===== config.mk =====
export PLATFORM = sky130hd
export DESIGN_NAME = rgb555_palette_lerp_top
export DESIGN_NICKNAME = d
export VERILOG_FILES = /design/src/hw/rtl/rpl_pkg.sv /design/src/hw/rtl/rgb555_palette_lerp_top.sv /design/src/hw/rtl/rpl_div.sv /design/src/hw/rtl/rpl_mix.sv
export SDC_FILE = /design/constraint.sdc
export NUM_CORES = 1
export LEC_CHECK = 0
export ABC_AREA = 1
export BUFFER_PORTS_ARGS = -buffer_cell sky130_fd_sc_hd__buf_2
export CORE_ASPECT_RATIO = 0.6
export CORE_MARGIN = 4
export CORE_UTILIZATION = 35
export DETAILED_ROUTE_END_ITERATION = 7
export REMOVE_ABC_BUFFERS = 1
export SYNTH_ARGS = -nofsm -noshare
export SYNTH_HDL_FRONTEND = slang
export SYNTH_SLANG_ARGS = --single-unit

===== constraint.sdc =====
create_clock -name clk -period 14.8 [get_ports clk]
set_input_delay 0 -clock clk [delete_from_list [all_inputs] [get_ports clk]]
set_output_delay 0 -clock clk [all_outputs]
set_load 0.02 [all_outputs]

===== src/hw/rtl/rpl_pkg.sv =====
// Shared constants, types and the division step function for the RGB555 palette blender.
package rpl_pkg;

	// Fixed-point weight precision: t runs from 0 to 2^WEIGHT_BITS
	localparam int WEIGHT_BITS = 12;

	// Field widths
	localparam int COLOR_W = 16;
	localparam int CH_W    = 5;
	localparam int NUM_CH  = 3;
	localparam int FLAG_BIT = COLOR_W - 1;
	localparam int IDX_W   = 8;
	localparam int CNT_W   = 9;

	// Stream data widths, padded to whole bytes
	localparam int S_DATA_W = ((2 * COLOR_W + IDX_W + 7) / 8) * 8;
	localparam int M_DATA_W = ((COLOR_W + 7) / 8) * 8;

	// Divider sizing: one quotient bit per step, quotient covers 0..2^WEIGHT_BITS
	localparam int QUO_W           = WEIGHT_BITS + 1;
	localparam int REM_W           = CNT_W;
	localparam int XW              = CNT_W + 1;
	localparam int DIV_STEPS       = QUO_W;
	localparam int DIV_STAGES      = 4;
	localparam int STEPS_PER_STAGE = (DIV_STEPS + DIV_STAGES - 1) / DIV_STAGES;

	// Blend arithmetic widths
	localparam int PROD_W = CH_W + QUO_W;
	localparam int SUM_W  = PROD_W + 1;

	localparam logic [QUO_W-1:0] FULL_WEIGHT      = {1'b1, {WEIGHT_BITS{1'b0}}};
	localparam logic [CNT_W-1:0] STEP_COUNT_RESET = CNT_W'(16);

	// Item payload that rides along the pipeline
	typedef struct packed {
		logic [COLOR_W-1:0] color_a;
		logic [COLOR_W-1:0] color_b;
		logic               clamped;
	} item_t;

	// Partial division state
	typedef struct packed {
		logic [REM_W-1:0] rem;
		logic [QUO_W-1:0] quot;
	} div_t;

	// Run one stage worth of restoring-division steps on (idx << WEIGHT_BITS) / divisor.
	// Step 0 brings in the index itself, later steps shift in zeros.
	function automatic div_t div_chunk(
		input div_t             acc,
		input logic [IDX_W-1:0] idx,
		input logic [CNT_W-1:0] divisor,
		input int               first
	);
		div_t           res;
		logic [XW-1:0]  x;
		logic [XW-1:0]  diff;
		logic           qb;
		int             s;
		res = acc;
		for (int j = 0; j < STEPS_PER_STAGE; j++) begin
			s = first + j;
			if (s < DIV_STEPS) begin
				x    = (s == 0) ? XW'(idx) : {res.rem, 1'b0};
				qb   = (x >= XW'(divisor));
				diff = x - XW'(divisor);
				res.rem  = qb ? diff[REM_W-1:0] : x[REM_W-1:0];
				res.quot = {res.quot[QUO_W-2:0], qb};
			end
		end
		return res;
	endfunction

endpackage


===== src/hw/rtl/rgb555_palette_lerp_top.sv =====
// Top level of the RGB555 palette blender: stream ports, step count register, pipeline.
// The block blends two RGB555 colors (bit 15 a flag, red in the low bits) by the weight
// t = step_index*4096/step_count, ORs the flags and flags a zero step count or an index beyond it.
// It takes one transaction every cycle while the output is not held and passes it through
// four register stages of a restoring divider (up to four quotient bits each) and two
// blend stages (products, then sum and repack). Every stage has its own valid bit and
// loads whenever it is empty or draining, so input is taken while a finished result waits
// on m_tready as long as an earlier stage is free.
// step_count resets to 16 and should only be written while no transaction is in flight.
module rgb555_palette_lerp_top (
	input  logic                         clk,
	input  logic                         arst_n,
	// Input stream
	input  logic                         s_tvalid,
	output logic                         s_tready,
	input  logic [rpl_pkg::S_DATA_W-1:0] s_tdata,  // color_a[15:0], color_b[31:16], step_index[39:32]
	// Output stream
	output logic                         m_tvalid,
	input  logic                         m_tready,
	output logic [rpl_pkg::M_DATA_W-1:0] m_tdata,  // blended_color[15:0]
	output logic                         m_tuser,  // index_clamped[0]
	// Step count register write
	input  logic                         cfg_valid,
	output logic                         cfg_ready,
	input  logic [rpl_pkg::CNT_W-1:0]    cfg_data
);

	logic [rpl_pkg::CNT_W-1:0]   step_count_q;
	logic                        div_valid, div_ready;
	rpl_pkg::item_t              div_item;
	logic [rpl_pkg::QUO_W-1:0]   div_quot;
	logic [rpl_pkg::COLOR_W-1:0] blended_color;

	// Step count register
	assign cfg_ready = 1'b1;

	always_ff @(posedge clk or negedge arst_n) begin
		if (!arst_n) begin
			step_count_q <= rpl_pkg::STEP_COUNT_RESET;
		end else if (cfg_valid && cfg_ready) begin
			step_count_q <= cfg_data;
		end
	end

	// Weight division
	rpl_div u_div (
		.clk        (clk),
		.arst_n     (arst_n),
		.in_valid   (s_tvalid),
		.in_ready   (s_tready),
		.color_a    (s_tdata[rpl_pkg::COLOR_W-1:0]),
		.color_b    (s_tdata[2*rpl_pkg::COLOR_W-1:rpl_pkg::COLOR_W]),
		.step_index (s_tdata[2*rpl_pkg::COLOR_W +: rpl_pkg::IDX_W]),
		.step_count (step_count_q),
		.out_valid  (div_valid),
		.out_ready  (div_ready),
		.out_item   (div_item),
		.out_quot   (div_quot)
	);

	// Channel blend and output register
	rpl_mix u_mix (
		.clk           (clk),
		.arst_n        (arst_n),
		.in_valid      (div_valid),
		.in_ready      (div_ready),
		.in_item       (div_item),
		.in_quot       (div_quot),
		.out_valid     (m_tvalid),
		.out_ready     (m_tready),
		.blended_color (blended_color),
		.index_clamped (m_tuser)
	);

	assign m_tdata = rpl_pkg::M_DATA_W'(blended_color);

`ifndef ASSERT_OFF
	// An unclamped quotient never exceeds full scale
	assert property (@(posedge clk) disable iff (!arst_n)
		div_valid && !div_item.clamped |-> div_quot <= rpl_pkg::FULL_WEIGHT)
		else $error("weight quotient above full scale");

	// Input stalls only when every stage is full and the output is held
	assert property (@(posedge clk) disable iff (!arst_n)
		!s_tready |-> m_tvalid && !m_tready && div_valid)
		else $error("input stalled with a free pipeline stage");

	// A register write lands on the next cycle
	assert property (@(posedge clk) disable iff (!arst_n)
		cfg_valid && cfg_ready |=> step_count_q == $past(cfg_data))
		else $error("step count write lost");
`endif

endmodule


===== src/hw/rtl/rpl_div.sv =====
// Four-stage pipelined divider producing the blend weight index*2^W/step_count.
module rpl_div (
	input  logic                        clk,
	input  logic                        arst_n,
	input  logic                        in_valid,
	output logic                        in_ready,
	input  logic [rpl_pkg::COLOR_W-1:0] color_a,
	input  logic [rpl_pkg::COLOR_W-1:0] color_b,
	input  logic [rpl_pkg::IDX_W-1:0]   step_index,
	input  logic [rpl_pkg::CNT_W-1:0]   step_count,
	output logic                        out_valid,
	input  logic                        out_ready,
	output rpl_pkg::item_t              out_item,
	output logic [rpl_pkg::QUO_W-1:0]   out_quot
);

	logic v_s1, v_s2, v_s3, v_s4;
	logic rdy_s1, rdy_s2, rdy_s3, rdy_s4;
	rpl_pkg::item_t item_s1, item_s2, item_s3, item_s4;
	rpl_pkg::div_t  acc_s1, acc_s2, acc_s3, acc_s4;
	rpl_pkg::item_t item_in;

	// Per-stage ready: a stage loads when empty or when its content moves on
	assign rdy_s4   = !v_s4 || out_ready;
	assign rdy_s3   = !v_s3 || rdy_s4;
	assign rdy_s2   = !v_s2 || rdy_s3;
	assign rdy_s1   = !v_s1 || rdy_s2;
	assign in_ready = rdy_s1;

	// Clamp when the count is zero or the index lies beyond it
	always_comb begin
		item_in.color_a = color_a;
		item_in.color_b = color_b;
		item_in.clamped = (step_count == '0) ||
			({1'b0, step_index} > step_count);
	end

	// Valid bits
	always_ff @(posedge clk or negedge arst_n) begin
		if (!arst_n) begin
			v_s1 <= 1'b0;
			v_s2 <= 1'b0;
			v_s3 <= 1'b0;
			v_s4 <= 1'b0;
		end else begin
			if (rdy_s1) v_s1 <= in_valid;
			if (rdy_s2) v_s2 <= v_s1;
			if (rdy_s3) v_s3 <= v_s2;
			if (rdy_s4) v_s4 <= v_s3;
		end
	end

	// Payload and division steps
	always_ff @(posedge clk) begin
		if (rdy_s1 && in_valid) begin
			item_s1 <= item_in;
			acc_s1  <= rpl_pkg::div_chunk('0, step_index, step_count, 0);
		end
		if (rdy_s2 && v_s1) begin
			item_s2 <= item_s1;
			acc_s2  <= rpl_pkg::div_chunk(acc_s1, '0, step_count,
				rpl_pkg::STEPS_PER_STAGE);
		end
		if (rdy_s3 && v_s2) begin
			item_s3 <= item_s2;
			acc_s3  <= rpl_pkg::div_chunk(acc_s2, '0, step_count,
				2 * rpl_pkg::STEPS_PER_STAGE);
		end
		if (rdy_s4 && v_s3) begin
			item_s4 <= item_s3;
			acc_s4  <= rpl_pkg::div_chunk(acc_s3, '0, step_count,
				3 * rpl_pkg::STEPS_PER_STAGE);
		end
	end

	assign out_valid = v_s4;
	assign out_item  = item_s4;
	assign out_quot  = acc_s4.quot;

endmodule


===== src/hw/rtl/rpl_mix.sv =====
// Two-stage channel blend: weighted products, then sum, shift and repack.
module rpl_mix (
	input  logic                        clk,
	input  logic                        arst_n,
	input  logic                        in_valid,
	output logic                        in_ready,
	input  rpl_pkg::item_t              in_item,
	input  logic [rpl_pkg::QUO_W-1:0]   in_quot,
	output logic                        out_valid,
	input  logic                        out_ready,
	output logic [rpl_pkg::COLOR_W-1:0] blended_color,
	output logic                        index_clamped
);

	logic v_s5, v_s6;
	logic rdy_s5, rdy_s6;
	logic [rpl_pkg::QUO_W-1:0]  weight;
	logic [rpl_pkg::QUO_W-1:0]  inv_weight;
	logic [rpl_pkg::PROD_W-1:0] pa [rpl_pkg::NUM_CH];
	logic [rpl_pkg::PROD_W-1:0] pb [rpl_pkg::NUM_CH];
	logic [rpl_pkg::PROD_W-1:0] pa_s5 [rpl_pkg::NUM_CH];
	logic [rpl_pkg::PROD_W-1:0] pb_s5 [rpl_pkg::NUM_CH];
	logic                       flag_s5, clamp_s5;
	logic [rpl_pkg::SUM_W-1:0]  sum [rpl_pkg::NUM_CH];
	logic [rpl_pkg::COLOR_W-1:0] color_next;
	logic [rpl_pkg::COLOR_W-1:0] color_s6;
	logic                        clamp_s6;

	assign rdy_s6   = !v_s6 || out_ready;
	assign rdy_s5   = !v_s5 || rdy_s6;
	assign in_ready = rdy_s5;

	// Weight select and per-channel products
	always_comb begin
		weight     = in_item.clamped ? rpl_pkg::FULL_WEIGHT : in_quot;
		inv_weight = rpl_pkg::FULL_WEIGHT - weight;
		for (int c = 0; c < rpl_pkg::NUM_CH; c++) begin
			pa[c] = rpl_pkg::PROD_W'(in_item.color_a[c*rpl_pkg::CH_W +: rpl_pkg::CH_W]) *
				rpl_pkg::PROD_W'(inv_weight);
			pb[c] = rpl_pkg::PROD_W'(in_item.color_b[c*rpl_pkg::CH_W +: rpl_pkg::CH_W]) *
				rpl_pkg::PROD_W'(weight);
		end
	end

	// Sum, drop the fraction, repack with ORed flag
	always_comb begin
		color_next = '0;
		for (int c = 0; c < rpl_pkg::NUM_CH; c++) begin
			sum[c] = rpl_pkg::SUM_W'(pa_s5[c]) + rpl_pkg::SUM_W'(pb_s5[c]);
			color_next[c*rpl_pkg::CH_W +: rpl_pkg::CH_W] =
				sum[c][rpl_pkg::WEIGHT_BITS +: rpl_pkg::CH_W];
		end
		color_next[rpl_pkg::FLAG_BIT] = flag_s5;
	end

	// Valid bits
	always_ff @(posedge clk or negedge arst_n) begin
		if (!arst_n) begin
			v_s5 <= 1'b0;
			v_s6 <= 1'b0;
		end else begin
			if (rdy_s5) v_s5 <= in_valid;
			if (rdy_s6) v_s6 <= v_s5;
		end
	end

	// Payload
	always_ff @(posedge clk) begin
		if (rdy_s5 && in_valid) begin
			pa_s5    <= pa;
			pb_s5    <= pb;
			flag_s5  <= in_item.color_a[rpl_pkg::FLAG_BIT] |
				in_item.color_b[rpl_pkg::FLAG_BIT];
			clamp_s5 <= in_item.clamped;
		end
		if (rdy_s6 && v_s5) begin
			color_s6 <= color_next;
			clamp_s6 <= clamp_s5;
		end
	end

	assign out_valid     = v_s6;
	assign blended_color = color_s6;
	assign index_clamped = clamp_s6;

endmodule


==> reports/results.md <==
* **reported max-cap violation count** 0
* **capture endpoint of the worst hold path** u_div.item_s1[22]
* **clock transition at the register clock pins on the worst setup and hold paths after CTS** 60 ps
* **layout cell share with drive strength beyond 1** 8.03%
* **Final Slew Violations** 0
* **Sum Neg Setup Slack** 0 ps
* **RR Endpoint** u_div.acc_s1[21]
* **min-delay worst type** primary input to register
* **number of inserted diodes** 0
* **post-synthesis cell type count** 58
* **core area** 81600 µm²
* **arrival time of the worst setup path** 8110 ps
* **DP Cell Count** 4286
* **Worst Setup Start Kind** register
* **H-tree depth reported by CTS** 2
* **category of the worst setup path capture point** register
* **post-synthesis sequential element count** 332
* **wire length of the first global-routing pass** 122 mm
* **total of endpoints with negative setup slack in the final report** 0
* **Max Clk Rate** 130 MHz
* **count of input and output buffers** 72
* **number of global-route vias before repair** 21254
* **total wire length** 76.6 mm
* **Seq/Total Area, Yosys** 34.3%
* **root cell of the clock tree** clkbuf_16
* **Final nets** 3863
* **Worst R2R Path Depth** 40
* **I/O Pins** 74
* **total standard cell area after synthesis** 28900 µm²
* **critical path's largest stage delay** 490 ps
* **Starting Density** 35.4%
* **EDFF count, synth** 317
* **final critical-path share of the clock period** 51.9%
* **DRC violation count after routing** 0
* **Reg2Reg Launch Point** step_count_q[7]
* **remaining global-route overflow** 0
* **hold path start** s_tdata[5]
* **worst rel slew slack** 33.1%
* **antenna violations before repair** 2
* **count of routing violations after the opening detailed-route iteration** 1781
* **standard-cell rows** 81
* **Tightest Pin Transition** 1000 ps
* **slowest stage cell, crit path** a21oi_2
* **worst setup slack for register-to-register paths** 7110 ps
* **post-layout min period** 7690 ps
* **clk sinks** 332
* **sum of net half-perimeters after detailed placement** 58.1 mm
* **count of nets left with antenna violations after detail routing** 0
* **combined flip-flop and latch cell area** 9900 µm²
* **Avg WL per Cell** 17.4 µm
* **RSZ-0062 raised after global routing** no
* **Post-Layout Cell Count** 4416
* **number of failing hold endpoints at the final stage** 0
* **Clk Latency, worst-skew pair** 580 ps
* **Yosys warning count** 0
* **Max FO, Critical Path** 14
* **status** finished, final reports clean
* **main flop type after synthesis** edfxtp_1
* **routability congestion estimate from global placement** 0.944
* **Die Span Y** 230 µm
* **fraction of registers with async set/reset** 4.52%
* **vias after detailed routing** 21892
* **worst endpoint required time** 15230 ps
* **First-pass DRT Iterations** 5
* **buffers from clock root to sink, at most** 3
* **most numerous cell on the critical path** nand2_1
* **type of the worst setup path** register to register
* **area grow syn2layout** 12.0%
* **Cells after Synth** 3174
* **mean instance size in the synthesized netlist** 9.10 µm²
* **TritonCTS clock tree** done
* **Final Skew** 30.2 ps
* **total global-route track usage** 17.8%
* **detailed-route vias per instance** 4.96
* **filler cell count in the final layout** 8026
* **area of the multi-input gates** 17000 µm²
* **die outline width** 379 µm
* **floorplan die area** 87300 µm²
* **Inserted Clock Buffers** 37
* **maximum number of pins on one net before global-route repair** 62
* **Worst Hold Path Cells** 2
## through the flow
step	hold slack, ps	instance area [µm²]	setup slack (ps)	utilization, %
floorplan	-296	28600	7880	-
finish	130	32300	7110	39.6
detailed placement	-40.9	30500	7200	37.4
global route	105	32300	6370	39.6
CTS	83.5	32300	7150	39.6
global placement	-37.2	30500	7330	37.4
## cell type report
| type | count | share of cell area (%) |
|---|---|---|
| Clock buffer | 41 | 2.91 |
| Clock inverter | 25 | 0.859 |
| Inverter | 448 | 5.21 |
| Multi-Input combinational cell | 2336 | 52.7 |
| Sequential cell | 332 | 30.6 |
| Tap cell | 1079 | 4.17 |
| Timing Repair Buffer | 155 | 3.54 |
## critical path, delay by kind of cell (launching register included)
family / cells / cell delay [ps]
adder cells (fa/ha/maj): 4 / 1280
AND/OR/NAND/NOR: 16 / 1710
AO/OA/AOI/OAI: 13 / 2910
flip-flops: 1 / 390
buffers and inverters: 7 / 1250
## synthesized netlist by cell type, drive strengths merged (32+ instances only)
library cell | count | area, µm²
o21ai | 98 | 502
edfxtp | 317 | 9520
ha | 303 | 3790
xnor2 | 67 | 587
nand2 | 764 | 3000
fa | 196 | 3920
nand4 | 32 | 206
clkbuf | 41 | 154
inv | 442 | 1660
a21oi | 195 | 1050
xor2 | 113 | 997
nor2 | 296 | 1190
nand3 | 145 | 846
## layout by cell type (no fill, tap or decap), drive strengths merged, types with 6 or more instances in the layout
| cell | instances |
|---|---|
| nand2 | 764 |
| inv | 447 |
| edfxtp | 317 |
| ha | 303 |
| nor2 | 296 |
| fa | 196 |
| a21oi | 195 |
| nand3 | 145 |
| xor2 | 113 |
| o21ai | 98 |
| buf | 91 |
| xnor2 | 67 |
| dlygate4sd3 | 64 |
| clkbuf | 41 |
| nand4 | 32 |
| a21o | 17 |
| clkinv | 17 |
| nor3 | 15 |
| dfrtp | 14 |
| o21bai | 14 |
| or2 | 14 |
| a31oi | 12 |
| o31ai | 10 |
| o211ai | 8 |
| and2 | 6 |
## sequential cells by signal, summed over array words and instances (netlist names), 17 cells and up
register        cells
u_mix.pb_s5        51
u_mix.pa_s5        51
u_div.item_s2      33
u_div.item_s1      33
u_div.out_item     33
u_div.acc_s2       17
u_div.item_s3      33
u_div.acc_s3       21
## cell families (layout without fill, tap and decap cells)
family	after synthesis	count (layout)	share of synthesized area, %
buffers and inverters	506	669	6.76
xor gates and xnor gates	180	180	5.49
other	1	1	0.0130
and+or+nand+nor	1280	1280	19.1
AOI/OAI and AO/OA	376	376	7.60
DFF	332	332	34.3
adders and majority gates	499	499	26.7
## how the worst max path moves through the flow
stage               startpoint                to  slack, ps
2_1_floorplan  step_count_q[0]  u_div.acc_s2[20]       7880
3_3_place_gp   step_count_q[1]  u_div.acc_s2[20]       7330
3_5_place_dp   step_count_q[4]  u_div.acc_s2[20]       7200
4_1_cts        step_count_q[1]  u_div.acc_s2[20]       7150
5_1_grt        step_count_q[4]  u_div.acc_s2[20]       6370
6_report       step_count_q[7]  u_div.acc_s1[21]       7110
## metal layers
metal | share of wire (%) | GRT usage [%] | vias to the layer above
met5 | 0 | 0 | -
met4 | 1.5 | 3.32 | 0
met3 | 11 | 5.43 | 74
met2 | 36 | 22.4 | 777
met1 | 52 | 29.1 | 10356
li1 | - | - | 10685
## what timing repair did
item,in CTS,in global routing
setup endpoints to repair,0,0
hold buffers,64,0
hold endpoints to repair,60,0
gates resized for setup,0,0
setup buffers,0,0
Power is left out: the tool's default activity adds up to more than one toggle a clock period on the data nets, which glitch-free logic cannot reach.
